<file path="src/rtl/core/dsfs_pkg.sv">
package dsfs_pkg;

    localparam int SLOTS_DEF          = 7;
    localparam int SETUP_INTERVAL_DEF = 100;

    localparam int STORE_DEPTH = 14;
    localparam int STORE_AW    = 4;
    localparam int CD_W        = 7;
    localparam int CFG_DATA_W  = 6;
    localparam int QUEUE_DEPTH = 2;
    localparam int QUEUE_AW    = 1;

    localparam logic [1:0] CFG_MODULE_MODE    = 2'd0;
    localparam logic [1:0] CFG_PROTOCOL_FLAGS = 2'd1;
    localparam logic [1:0] CFG_CHANNEL_COUNT  = 2'd2;

    localparam logic [1:0] MODE_BIND  = 2'd1;
    localparam logic [1:0] MODE_RANGE = 2'd2;

    localparam logic [7:0] SYNC_BYTE   = 8'hAA;
    localparam logic [7:0] BIND_FLAGS  = 8'hC0;
    localparam logic [7:0] POWER_FULL  = 8'd7;
    localparam logic [7:0] POWER_RANGE = 8'd4;
    localparam logic [7:0] MODEL_BYTE  = 8'd1;
    localparam logic [7:0] EMPTY_BYTE  = 8'hFF;

    localparam logic [4:0] BIND_COUNT  = 5'd12;
    localparam logic [4:0] COUNT_RESET = 5'd8;
    localparam int         FLAG_RES11_BIT = 2;

    localparam logic signed [21:0] SCALE11_MUL = 22'sd349;
    localparam logic signed [13:0] SCALE11_MID = 14'sd1024;
    localparam logic signed [13:0] SCALE11_MAX = 14'sd2047;
    localparam logic signed [16:0] SCALE10_MUL = 17'sd13;
    localparam logic signed [12:0] SCALE10_MID = 13'sd512;
    localparam logic signed [12:0] SCALE10_MAX = 13'sd1023;

    typedef logic signed [12:0] t_chan;

    typedef struct packed {
        logic       is_frame;
        logic [3:0] idx;
        t_chan      value;
    } t_cmd;

    // scale a stored channel value into a 16-bit slot word, index on top
    function automatic logic [15:0] slot_word(t_chan v, logic [4:0] c, logic res11);
        logic signed [21:0] p11;
        logic signed [16:0] p10;
        logic signed [13:0] t11;
        logic signed [12:0] t10;
        logic [10:0]        s11;
        logic [9:0]         s10;
        p11 = v * SCALE11_MUL;
        p10 = v * SCALE10_MUL;
        t11 = 14'(p11 >>> 9) + SCALE11_MID;
        t10 = 13'(p10 >>> 5) + SCALE10_MID;
        if (t11 < 0) begin
            s11 = '0;
        end else if (t11 > SCALE11_MAX) begin
            s11 = SCALE11_MAX[10:0];
        end else begin
            s11 = t11[10:0];
        end
        if (t10 < 0) begin
            s10 = '0;
        end else if (t10 > SCALE10_MAX) begin
            s10 = SCALE10_MAX[9:0];
        end else begin
            s10 = t10[9:0];
        end
        return res11 ? {c, s11} : {1'b0, c, s10};
    endfunction

endpackage

</file>
<file path="src/rtl/core/dsfs_if.sv">
interface dsfs_req_if;
    logic               valid;
    logic               ready;
    logic               req_type;
    logic [3:0]         channel_index;
    logic signed [11:0] channel_value;
    logic signed [9:0]  center_offset;

    modport source (output valid, output req_type, output channel_index,
                    output channel_value, output center_offset, input ready);
    modport sink   (input valid, input req_type, input channel_index,
                    input channel_value, input center_offset, output ready);
endinterface

interface dsfs_byte_if;
    logic       valid;
    logic       ready;
    logic [7:0] out_byte;
    logic       last_byte;

    modport source (output valid, output out_byte, output last_byte, input ready);
    modport sink   (input valid, input out_byte, input last_byte, output ready);
endinterface

</file>
<file path="src/rtl/core/dsfs_front.sv">
module dsfs_front import dsfs_pkg::*; (
    input  logic      i_clk,
    input  logic      i_rst_n,
    dsfs_req_if.sink  i_req,
    output logic      o_cmd_valid,
    output t_cmd      o_cmd,
    input  logic      i_cmd_pop
);

    t_cmd                 r_q [QUEUE_DEPTH];
    logic [QUEUE_AW-1:0]  r_wr_ptr;
    logic [QUEUE_AW-1:0]  r_rd_ptr;
    logic [QUEUE_AW:0]    r_cnt;
    t_cmd                 n_cmd;
    logic                 keep;
    logic                 push;

    assign i_req.ready = (r_cnt != (QUEUE_AW+1)'(QUEUE_DEPTH));

    // classify: a load beyond the store is taken and dropped here
    always_comb begin
        n_cmd.is_frame = i_req.req_type;
        n_cmd.idx      = i_req.channel_index;
        n_cmd.value    = 13'(i_req.channel_value) + (13'(i_req.center_offset) <<< 1);
        keep = i_req.req_type || (i_req.channel_index < 4'(STORE_DEPTH));
        push = i_req.valid && i_req.ready && keep;
    end

    assign o_cmd_valid = (r_cnt != '0);
    assign o_cmd       = r_q[r_rd_ptr];

    always_ff @(posedge i_clk) begin
        if (!i_rst_n) begin
            r_wr_ptr <= '0;
            r_rd_ptr <= '0;
            r_cnt    <= '0;
        end else begin
            if (push) begin
                r_wr_ptr <= r_wr_ptr + 1'b1;
            end
            if (i_cmd_pop) begin
                r_rd_ptr <= r_rd_ptr + 1'b1;
            end
            r_cnt <= r_cnt + (QUEUE_AW+1)'(push) - (QUEUE_AW+1)'(i_cmd_pop);
        end
    end

    always_ff @(posedge i_clk) begin
        if (push) begin
            r_q[r_wr_ptr] <= n_cmd;
        end
    end

endmodule

</file>
<file path="src/rtl/core/dsfs_back.sv">
module dsfs_back import dsfs_pkg::*; #(
    parameter int SLOTS_PER_PACKET = SLOTS_DEF,
    parameter int SETUP_INTERVAL   = SETUP_INTERVAL_DEF
) (
    input  logic                  i_clk,
    input  logic                  i_rst_n,
    input  logic                  i_cmd_valid,
    input  t_cmd                  i_cmd,
    output logic                  o_cmd_pop,
    input  logic                  i_cfg_we,
    input  logic [1:0]            i_cfg_idx,
    input  logic [CFG_DATA_W-1:0] i_cfg_data,
    dsfs_byte_if.source           o_byte
);

    localparam logic [4:0] POS_PASS   = 5'd1;
    localparam logic [4:0] POS_FLAGS  = 5'd2;
    localparam logic [4:0] POS_POWER  = 5'd3;
    localparam logic [4:0] POS_COUNT  = 5'd4;
    localparam logic [4:0] SETUP_LEN  = 5'd6;
    localparam logic [4:0] DATA_LEN   = 5'(2 + 2 * SLOTS_PER_PACKET);
    localparam logic [4:0] SLOTS_W    = 5'(SLOTS_PER_PACKET);
    localparam logic [CD_W-1:0] CD_RELOAD = CD_W'(SETUP_INTERVAL);

    logic [1:0]       r_mode;
    logic [5:0]       r_flags;
    logic [4:0]       r_count;
    t_chan            r_store [STORE_DEPTH];
    logic             r_busy;
    logic [4:0]       r_pos;
    logic [1:0]       r_pass;
    logic [CD_W-1:0]  r_cd;
    logic [7:0]       r_lo;
    logic             r_out_valid;
    logic [7:0]       r_out_byte;
    logic             r_out_last;

    logic             adv;
    logic             last;
    logic             bind_mode;
    logic [4:0]       rel;
    logic [4:0]       chan;
    logic             slot_ok;
    t_chan            rd;
    logic [15:0]      word;
    logic [7:0]       n_byte;
    logic [7:0]       n_lo;
    logic [4:0]       count_used;
    logic [1:0]       n_pass;
    logic [CD_W-1:0]  n_cd;

    assign bind_mode = (r_mode == MODE_BIND);
    assign adv       = r_busy && (!r_out_valid || o_byte.ready);
    assign o_cmd_pop = i_cmd_valid && !r_busy;
    assign last      = (r_pos == ((r_pass == 2'd0) ? SETUP_LEN : DATA_LEN) - 5'd1);

    assign o_byte.valid     = r_out_valid;
    assign o_byte.out_byte  = r_out_byte;
    assign o_byte.last_byte = r_out_last;

    // slot lookup: second pass starts after the first packet's channels
    always_comb begin
        rel     = r_pos - 5'd2;
        chan    = 5'(rel[4:1]) + ((r_pass == 2'd2) ? SLOTS_W : 5'd0);
        slot_ok = (chan < r_count) && (chan < 5'(STORE_DEPTH));
        rd      = slot_ok ? r_store[chan[STORE_AW-1:0]] : '0;
        word    = slot_word(rd, chan, r_flags[FLAG_RES11_BIT]);
    end

    always_comb begin
        n_lo = r_lo;
        priority if (r_pos == '0) begin
            n_byte = SYNC_BYTE;
        end else if (r_pos == POS_PASS) begin
            n_byte = {6'd0, r_pass};
        end else if (r_pass == 2'd0) begin
            if (r_pos == POS_FLAGS) begin
                n_byte = bind_mode ? BIND_FLAGS : {2'd0, r_flags};
            end else if (r_pos == POS_POWER) begin
                n_byte = (r_mode == MODE_RANGE) ? POWER_RANGE : POWER_FULL;
            end else if (r_pos == POS_COUNT) begin
                n_byte = bind_mode ? {3'd0, BIND_COUNT} : {3'd0, r_count};
            end else begin
                n_byte = MODEL_BYTE;
            end
        end else if (!rel[0]) begin
            n_byte = slot_ok ? word[15:8] : EMPTY_BYTE;
            n_lo   = slot_ok ? word[7:0]  : EMPTY_BYTE;
        end else begin
            n_byte = r_lo;
        end
    end

    // rotate the pass at frame end; force setup on countdown expiry or bind
    always_comb begin
        count_used = (bind_mode && (r_pass == 2'd0)) ? BIND_COUNT : r_count;
        n_pass     = (r_pass <= 2'd1) ? 2'd2 : 2'd1;
        n_cd       = r_cd;
        if (count_used <= SLOTS_W) begin
            n_pass = 2'd1;
        end
        if (bind_mode) begin
            n_pass = 2'd0;
        end else begin
            n_cd = r_cd - 1'b1;
            if (n_cd == '0) begin
                n_pass = 2'd0;
                n_cd   = CD_RELOAD;
            end
        end
    end

    always_ff @(posedge i_clk) begin
        if (!i_rst_n) begin
            r_mode      <= '0;
            r_flags     <= '0;
            r_count     <= COUNT_RESET;
            r_busy      <= 1'b0;
            r_pos       <= '0;
            r_pass      <= '0;
            r_cd        <= CD_RELOAD;
            r_out_valid <= 1'b0;
            for (int i = 0; i < STORE_DEPTH; i++) begin
                r_store[i] <= '0;
            end
        end else begin
            if (i_cfg_we) begin
                unique case (i_cfg_idx)
                    CFG_MODULE_MODE:    r_mode  <= i_cfg_data[1:0];
                    CFG_PROTOCOL_FLAGS: r_flags <= i_cfg_data[5:0];
                    CFG_CHANNEL_COUNT:  r_count <= i_cfg_data[4:0];
                    default: ;
                endcase
            end
            if (o_cmd_pop) begin
                if (i_cmd.is_frame) begin
                    r_busy <= 1'b1;
                    r_pos  <= '0;
                end else begin
                    r_store[i_cmd.idx[STORE_AW-1:0]] <= i_cmd.value;
                end
            end
            if (adv) begin
                r_out_valid <= 1'b1;
                r_pos       <= r_pos + 5'd1;
                if (last) begin
                    r_busy <= 1'b0;
                    r_pass <= n_pass;
                    r_cd   <= n_cd;
                end
            end else if (o_byte.ready) begin
                r_out_valid <= 1'b0;
            end
        end
    end

    always_ff @(posedge i_clk) begin
        if (adv) begin
            r_out_byte <= n_byte;
            r_out_last <= last;
            r_lo       <= n_lo;
        end
    end

endmodule

</file>
<file path="src/rtl/core/dsmp_serial_frame_sequencer_core.sv">
// Serial radio-control frame sequencer.
// i_req carries words: a load word (req_type 0) stores channel_value plus
// twice center_offset in the channel store; a tick word (req_type 1)
// builds one frame. o_byte returns the frame one byte per word, with
// last_byte set on its final byte. Loads make no output.
// The i_cfg_* port writes mode, setup flags and channel count; the user
// must do so only while idle; the block itself does not enforce it. With
// the back end idle, a taken tick is queued, popped into the back end, and
// its first byte registered onto o_byte. A setup frame is 6 bytes, a data
// frame 2 + 2*SLOTS_PER_PACKET bytes; the back end sends one byte per cycle
// unless o_byte stalls. The back end runs one word at a time; a two-deep
// queue in front of it lets i_req keep taking words while a frame is still
// going out. When o_byte is stalled the byte holds in the output register
// and the frame pauses; once the queue fills, i_req drops ready.
// Reset clears the store to zero, the pass to setup, the setup countdown
// to SETUP_INTERVAL, and the registers to normal mode, flags 0, 8 channels.
module dsmp_serial_frame_sequencer_core import dsfs_pkg::*; #(
    parameter int SLOTS_PER_PACKET = SLOTS_DEF,
    parameter int SETUP_INTERVAL   = SETUP_INTERVAL_DEF
) (
    input  logic                  i_clk,
    input  logic                  i_rst_n,
    dsfs_req_if.sink              i_req,
    dsfs_byte_if.source           o_byte,
    input  logic                  i_cfg_we,
    input  logic [1:0]            i_cfg_idx,
    input  logic [CFG_DATA_W-1:0] i_cfg_data
);

    logic cmd_valid;
    t_cmd cmd;
    logic cmd_pop;

    dsfs_front u_front (
        .i_clk       (i_clk),
        .i_rst_n     (i_rst_n),
        .i_req       (i_req),
        .o_cmd_valid (cmd_valid),
        .o_cmd       (cmd),
        .i_cmd_pop   (cmd_pop)
    );

    dsfs_back #(
        .SLOTS_PER_PACKET (SLOTS_PER_PACKET),
        .SETUP_INTERVAL   (SETUP_INTERVAL)
    ) u_back (
        .i_clk       (i_clk),
        .i_rst_n     (i_rst_n),
        .i_cmd_valid (cmd_valid),
        .i_cmd       (cmd),
        .o_cmd_pop   (cmd_pop),
        .i_cfg_we    (i_cfg_we),
        .i_cfg_idx   (i_cfg_idx),
        .i_cfg_data  (i_cfg_data),
        .o_byte      (o_byte)
    );

endmodule

</file>
<file path="src/flat_wrapper.sv">
// flat-port wrapper written by rule: the top's interface ports become plain ports
module dsmp_serial_frame_sequencer_core_flat import dsfs_pkg::*;
#(
    parameter int SLOTS_PER_PACKET = SLOTS_DEF,
    parameter int SETUP_INTERVAL   = SETUP_INTERVAL_DEF
)
  (i_clk, i_rst_n, i_cfg_we, i_cfg_idx, i_cfg_data, i_req_valid, i_req_req_type, i_req_channel_index, i_req_channel_value, i_req_center_offset, i_req_ready, o_byte_valid, o_byte_out_byte, o_byte_last_byte, o_byte_ready);
  dsfs_req_if i_req_i ();
  dsfs_byte_if o_byte_i ();
  input  logic i_clk;
  input  logic i_rst_n;
  input  logic i_cfg_we;
  input  logic [1:0] i_cfg_idx;
  input  logic [CFG_DATA_W-1:0] i_cfg_data;
  input wire logic [$bits(i_req_i.valid)-1:0] i_req_valid;
  input wire logic [$bits(i_req_i.req_type)-1:0] i_req_req_type;
  input wire logic [$bits(i_req_i.channel_index)-1:0] i_req_channel_index;
  input wire logic [$bits(i_req_i.channel_value)-1:0] i_req_channel_value;
  input wire logic [$bits(i_req_i.center_offset)-1:0] i_req_center_offset;
  output wire logic [$bits(i_req_i.ready)-1:0] i_req_ready;
  output wire logic [$bits(o_byte_i.valid)-1:0] o_byte_valid;
  output wire logic [$bits(o_byte_i.out_byte)-1:0] o_byte_out_byte;
  output wire logic [$bits(o_byte_i.last_byte)-1:0] o_byte_last_byte;
  input wire logic [$bits(o_byte_i.ready)-1:0] o_byte_ready;
  assign i_req_i.valid = i_req_valid;
  assign i_req_i.req_type = i_req_req_type;
  assign i_req_i.channel_index = i_req_channel_index;
  assign i_req_i.channel_value = i_req_channel_value;
  assign i_req_i.center_offset = i_req_center_offset;
  assign i_req_ready = i_req_i.ready;
  assign o_byte_valid = o_byte_i.valid;
  assign o_byte_out_byte = o_byte_i.out_byte;
  assign o_byte_last_byte = o_byte_i.last_byte;
  assign o_byte_i.ready = o_byte_ready;
  dsmp_serial_frame_sequencer_core #(.SLOTS_PER_PACKET(SLOTS_PER_PACKET), .SETUP_INTERVAL(SETUP_INTERVAL)) u_core (.i_clk(i_clk), .i_rst_n(i_rst_n), .i_req(i_req_i), .o_byte(o_byte_i), .i_cfg_we(i_cfg_we), .i_cfg_idx(i_cfg_idx), .i_cfg_data(i_cfg_data));
endmodule
</file>
<file path="config.mk">
export PLATFORM = sky130hd
export DESIGN_NAME = dsmp_serial_frame_sequencer_core_flat
export DESIGN_NICKNAME = d
export VERILOG_FILES = /design/src/rtl/core/dsfs_pkg.sv /design/src/rtl/core/dsfs_if.sv /design/src/rtl/core/dsfs_front.sv /design/src/rtl/core/dsfs_back.sv /design/src/rtl/core/dsmp_serial_frame_sequencer_core.sv /design/src/flat_wrapper.sv
export SDC_FILE = /design/constraint.sdc
export NUM_CORES = 1
export LEC_CHECK = 0
export CORE_MARGIN = 2
export CORE_UTILIZATION = 50
export CTS_BUF_LIST = sky130_fd_sc_hd__clkbuf_8
export CTS_CLUSTER_SIZE = 8
export DETAILED_ROUTE_END_ITERATION = 8
export DONT_BUFFER_PORTS = 1
export SLEW_MARGIN = 5
export SYNTH_ARGS = -nofsm -noshare
export SYNTH_HDL_FRONTEND = slang
export SYNTH_SLANG_ARGS = --single-unit
export TNS_END_PERCENT = 10
</file>
<file path="constraint.sdc">
create_clock -name i_clk -period 14.3 [get_ports i_clk]
set_input_delay 2.86 -clock i_clk [delete_from_list [all_inputs] [get_ports i_clk]]
set_output_delay 2.86 -clock i_clk [all_outputs]
set_load 0.01 [all_outputs]
</file>
==> results.sh <==
export IMPL_outcome="finished, final reports clean"
export IMPL_synth_area_mm2=0.0175
export IMPL_drt_pass1_iterations=5
export IMPL_drive_gt1_share_pct=10.7
export IMPL_tightest_slew_ps=1030
export IMPL_core_area_mm2=0.0345
export IMPL_synth_nets=1704
export IMPL_root_buffer="clkbuf_8"
export IMPL_p_leak_uw=0.00817
export IMPL_post_dp_hpwl_um=28900
export IMPL_port_buffers=0
export IMPL_clock_sinks=293
export IMPL_slowest_delay_ps=820
export IMPL_worstSetupPathType="register to register"
export IMPL_stdcell_count=1993
export IMPL_crit_top_cell="inv_1"
export IMPL_wl_per_cell_um=20.3
export IMPL_synth_cell_types=74
export IMPL_tritoncts="yes"
export IMPL_cp_end_kind="register"
export IMPL_setup_viol=0
export IMPL_post_route_drc_count=0
export IMPL_powerDensity_mw_per_mm2=112
export IMPL_cp_num_buf_inv=8
export IMPL_worstSetupStartpointType="register"
export IMPL_finalCritPeriodShare_pct=78.6
export IMPL_ctsResizeCount=0
export IMPL_drv_slew=0
export IMPL_synth_edff_count=259
export IMPL_wl_um=40400
export IMPL_n_antenna_cell=0
export IMPL_dp_cells=1905
export IMPL_fmax_mhz=89.0
export IMPL_finalSetupTns_ps=0
export IMPL_dpl_cell_area_mm2=0.0179
export IMPL_cts_buffers=49
export IMPL_swShare_pct=30.0
export IMPL_antenna_found_initial=0
export IMPL_required_ps=14600
export IMPL_ys_flop_type="edfxtp_1"
export IMPL_yosys_cell_count_top_type="edfxtp_1"
export IMPL_synth_top_cells_by_area="edfxtp_1 45%, ha_1 8.1%, mux4_2 7.1%"
export IMPL_die_h_um=191
export IMPL_yosys_register_bits=293
export IMPL_ys_async_sr_fraction_pct=0
export IMPL_path_max_fanout=31
export IMPL_whs_ps=530
export IMPL_clk_path_buf_depth=3
export IMPL_syn_inst=1493
export IMPL_rows=68
export IMPL_cp_slowest_cell="a31oi_1"
export IMPL_avgViaCountPerCell=5.59
export IMPL_internal_power_uw=1480
export IMPL_syn2layout_area_growth_pct=7.89
export IMPL_seqPwrFrac_pct=48.5
export IMPL_h_tree_depth=2
export IMPL_arrival_ps=11540
export IMPL_insertion_delay_ps=600
export IMPL_fin_util_pct=54.7
export IMPL_grt_pass1_vias=11300
export IMPL_ant_nets=0
export IMPL_design_area_mm2=0.0188
export IMPL_synth_top_cell_by_area="edfxtp_1"
export IMPL_drv_cap=0
export IMPL_drtIter0Drc=782
export IMPL_cpLargestDelayFamily="adder cells"
export IMPL_routabilityCongestion=0.903
export IMPL_vias=11100
export IMPL_relSlewSlack_pct=30.2
export IMPL_layout_nets=1712
export IMPL_skew_ps=33.4
export IMPL_post_cts_buffers=0
export IMPL_ioPinCount=51
export IMPL_grt_usage_pct=23.1
export IMPL_grt_pass1_wl_um=63900
export IMPL_path_clk_slew_ps=60
export IMPL_pwr_share_comb_pct=19.4
export IMPL_power_switching_uw=632
export IMPL_synth_top_area_share_pct=44.5
export IMPL_avgSynthCellArea_um2=11.7
export IMPL_cts_hold_buf=0
export IMPL_rsz0062_at_grt="false"
export IMPL_worst_hold_path_type="register to register"
export IMPL_grt_overflow_total=0
export IMPL_synthTopCellsByCount="259 x edfxtp_1, 234 x nor2_1, 155 x inv_1, 113 x ha_1, 93 x nand2_1"
export IMPL_grt_max_degree=50
export IMPL_yosysWarnings=0
export IMPL_dieArea_mm2=0.0364
export IMPL_die_w_um=191
export IMPL_min_period_ps=11240
export IMPL_initial_core_util_pct=50.7
export IMPL_ir_drop_mv=0.0931
export IMPL_synth_seq_area_share_pct=48.4
export IMPL_pwr_share_clk_pct=32.0
export IMPL_hold_viol=0
[worst paths after layout]
kind                                       startpoint  cells past startpoint  slack (ps)                             endpoint
setup / recovery  u_core.u_back.r_pos[1]$_SDFFE_PN0P_                     40        3060  u_core.u_back.r_lo[3]$_SDFFCE_PP1P_
hold / removal     u_core.u_back.r_cd[6]$_SDFFE_PN1P_                      2         530   u_core.u_back.r_cd[6]$_SDFFE_PN1P_
setup reg to reg  u_core.u_back.r_pos[1]$_SDFFE_PN0P_                     40        3060  u_core.u_back.r_lo[3]$_SDFFCE_PP1P_
hold reg to reg    u_core.u_back.r_cd[6]$_SDFFE_PN1P_                      2         530   u_core.u_back.r_cd[6]$_SDFFE_PN1P_
[flip-flops by register name (all words and copies together) (netlist names), named ones only]
register and count:
u_core.u_back.o_byte.valid 1, u_core.u_front.r_wr_ptr 1, u_core.u_back.r_count 5, u_core.u_back.r_lo 8, u_core.u_front.r_rd_ptr 1, u_core.u_back.o_byte.out_byte 8
u_core.u_front.r_q 36, u_core.u_back.r_cd 7, u_core.u_back.r_pos 5, u_core.u_back.o_byte.last_byte 1, u_core.u_back.r_pass 2, u_core.u_back.r_flags 6
u_core.u_back.r_busy 1, u_core.u_front.r_cnt 2, u_core.u_back.r_store 206, u_core.u_back.r_mode 2
[placed cells by master, fill, tap and decap left out, drive strengths merged, types with 10 or more instances in the layout]
cell type  netlist  layout
nand3           16      16
inv            158     184
a211oi          10      10
edfxtp         259     259
xnor2           34      34
o21ai           39      39
xor2            23      23
a31oi           14      14
mux2i           37      37
buf             14      21
a21o            12      12
nor2b           26      26
and2            27      27
o211ai          14      14
nand2           93      93
clkbuf          50      53
a21oi           37      37
dfxtp           34      34
nand2b          13      13
fa              58      58
mux4            55      55
nor2           235     235
nor3            12      12
ha             113     113
[cells by family (layout without fill, tap and decap cells)]
| family | count (synthesis) | in the layout | synth area share (%) |
|---|---|---|---|
| AO/OA/AOI/OAI | 181 | 181 | 7.07 |
| XOR/XNOR | 58 | 58 | 3.03 |
| adder cells (fa/ha/maj) | 171 | 171 | 14.7 |
| buffers and inverters | 223 | 268 | 4.92 |
| flip-flops | 293 | 293 | 48.4 |
| multiplexers | 97 | 97 | 9.54 |
| AND/OR/NAND/NOR | 470 | 470 | 12.2 |
[area by class of cell]
type / instances / area, µm²
Clock inverter: 35 / 163
Sequential cell: 293 / 8460
Fill cell: 3018 / 15600
Multi-Input combinational cell: 977 / 8160
Inverter: 159 / 599
Tap cell: 455 / 569
Clock buffer: 53 / 729
Timing Repair Buffer: 21 / 158
[layer usage]
metal	share of wire [%]	track usage [%]
met4	2.5	6.77
met1	42	30.5
met3	6.3	3.68
met2	49	39.4
met5	0	0
[power by group through the flow]
| stage | Sequential (µW) | Combinational, µW | Clock (µW) |
|---|---|---|---|
| after floorplan | 1030 | 279 | 0 |
| after global placement | 1040 | 407 | 0 |
| after detailed placement | 1040 | 414 | 0 |
| after CTS | 1020 | 415 | 693 |
| after global routing | 1030 | 452 | 730 |
| final | 1020 | 410 | 676 |
[through the flow]
stage                     power [µW]  worst slack, ps
after floorplan                 1310             4230
after global placement          1450             3420
after detailed placement        1460             2960
after CTS                       2130             2940
after global routing            2210             1950
final                           2110             3060
[worst min-delay path, delay by kind of cell (launching register included)]
| kind | cells | cell delay (ps) |
|---|---|---|
| DFF | 1 | 350 |
| AOI/OAI and AO/OA | 1 | 90 |
| and+or+nand+nor | 1 | 60 |
Power figures use the tool's default switching activity.
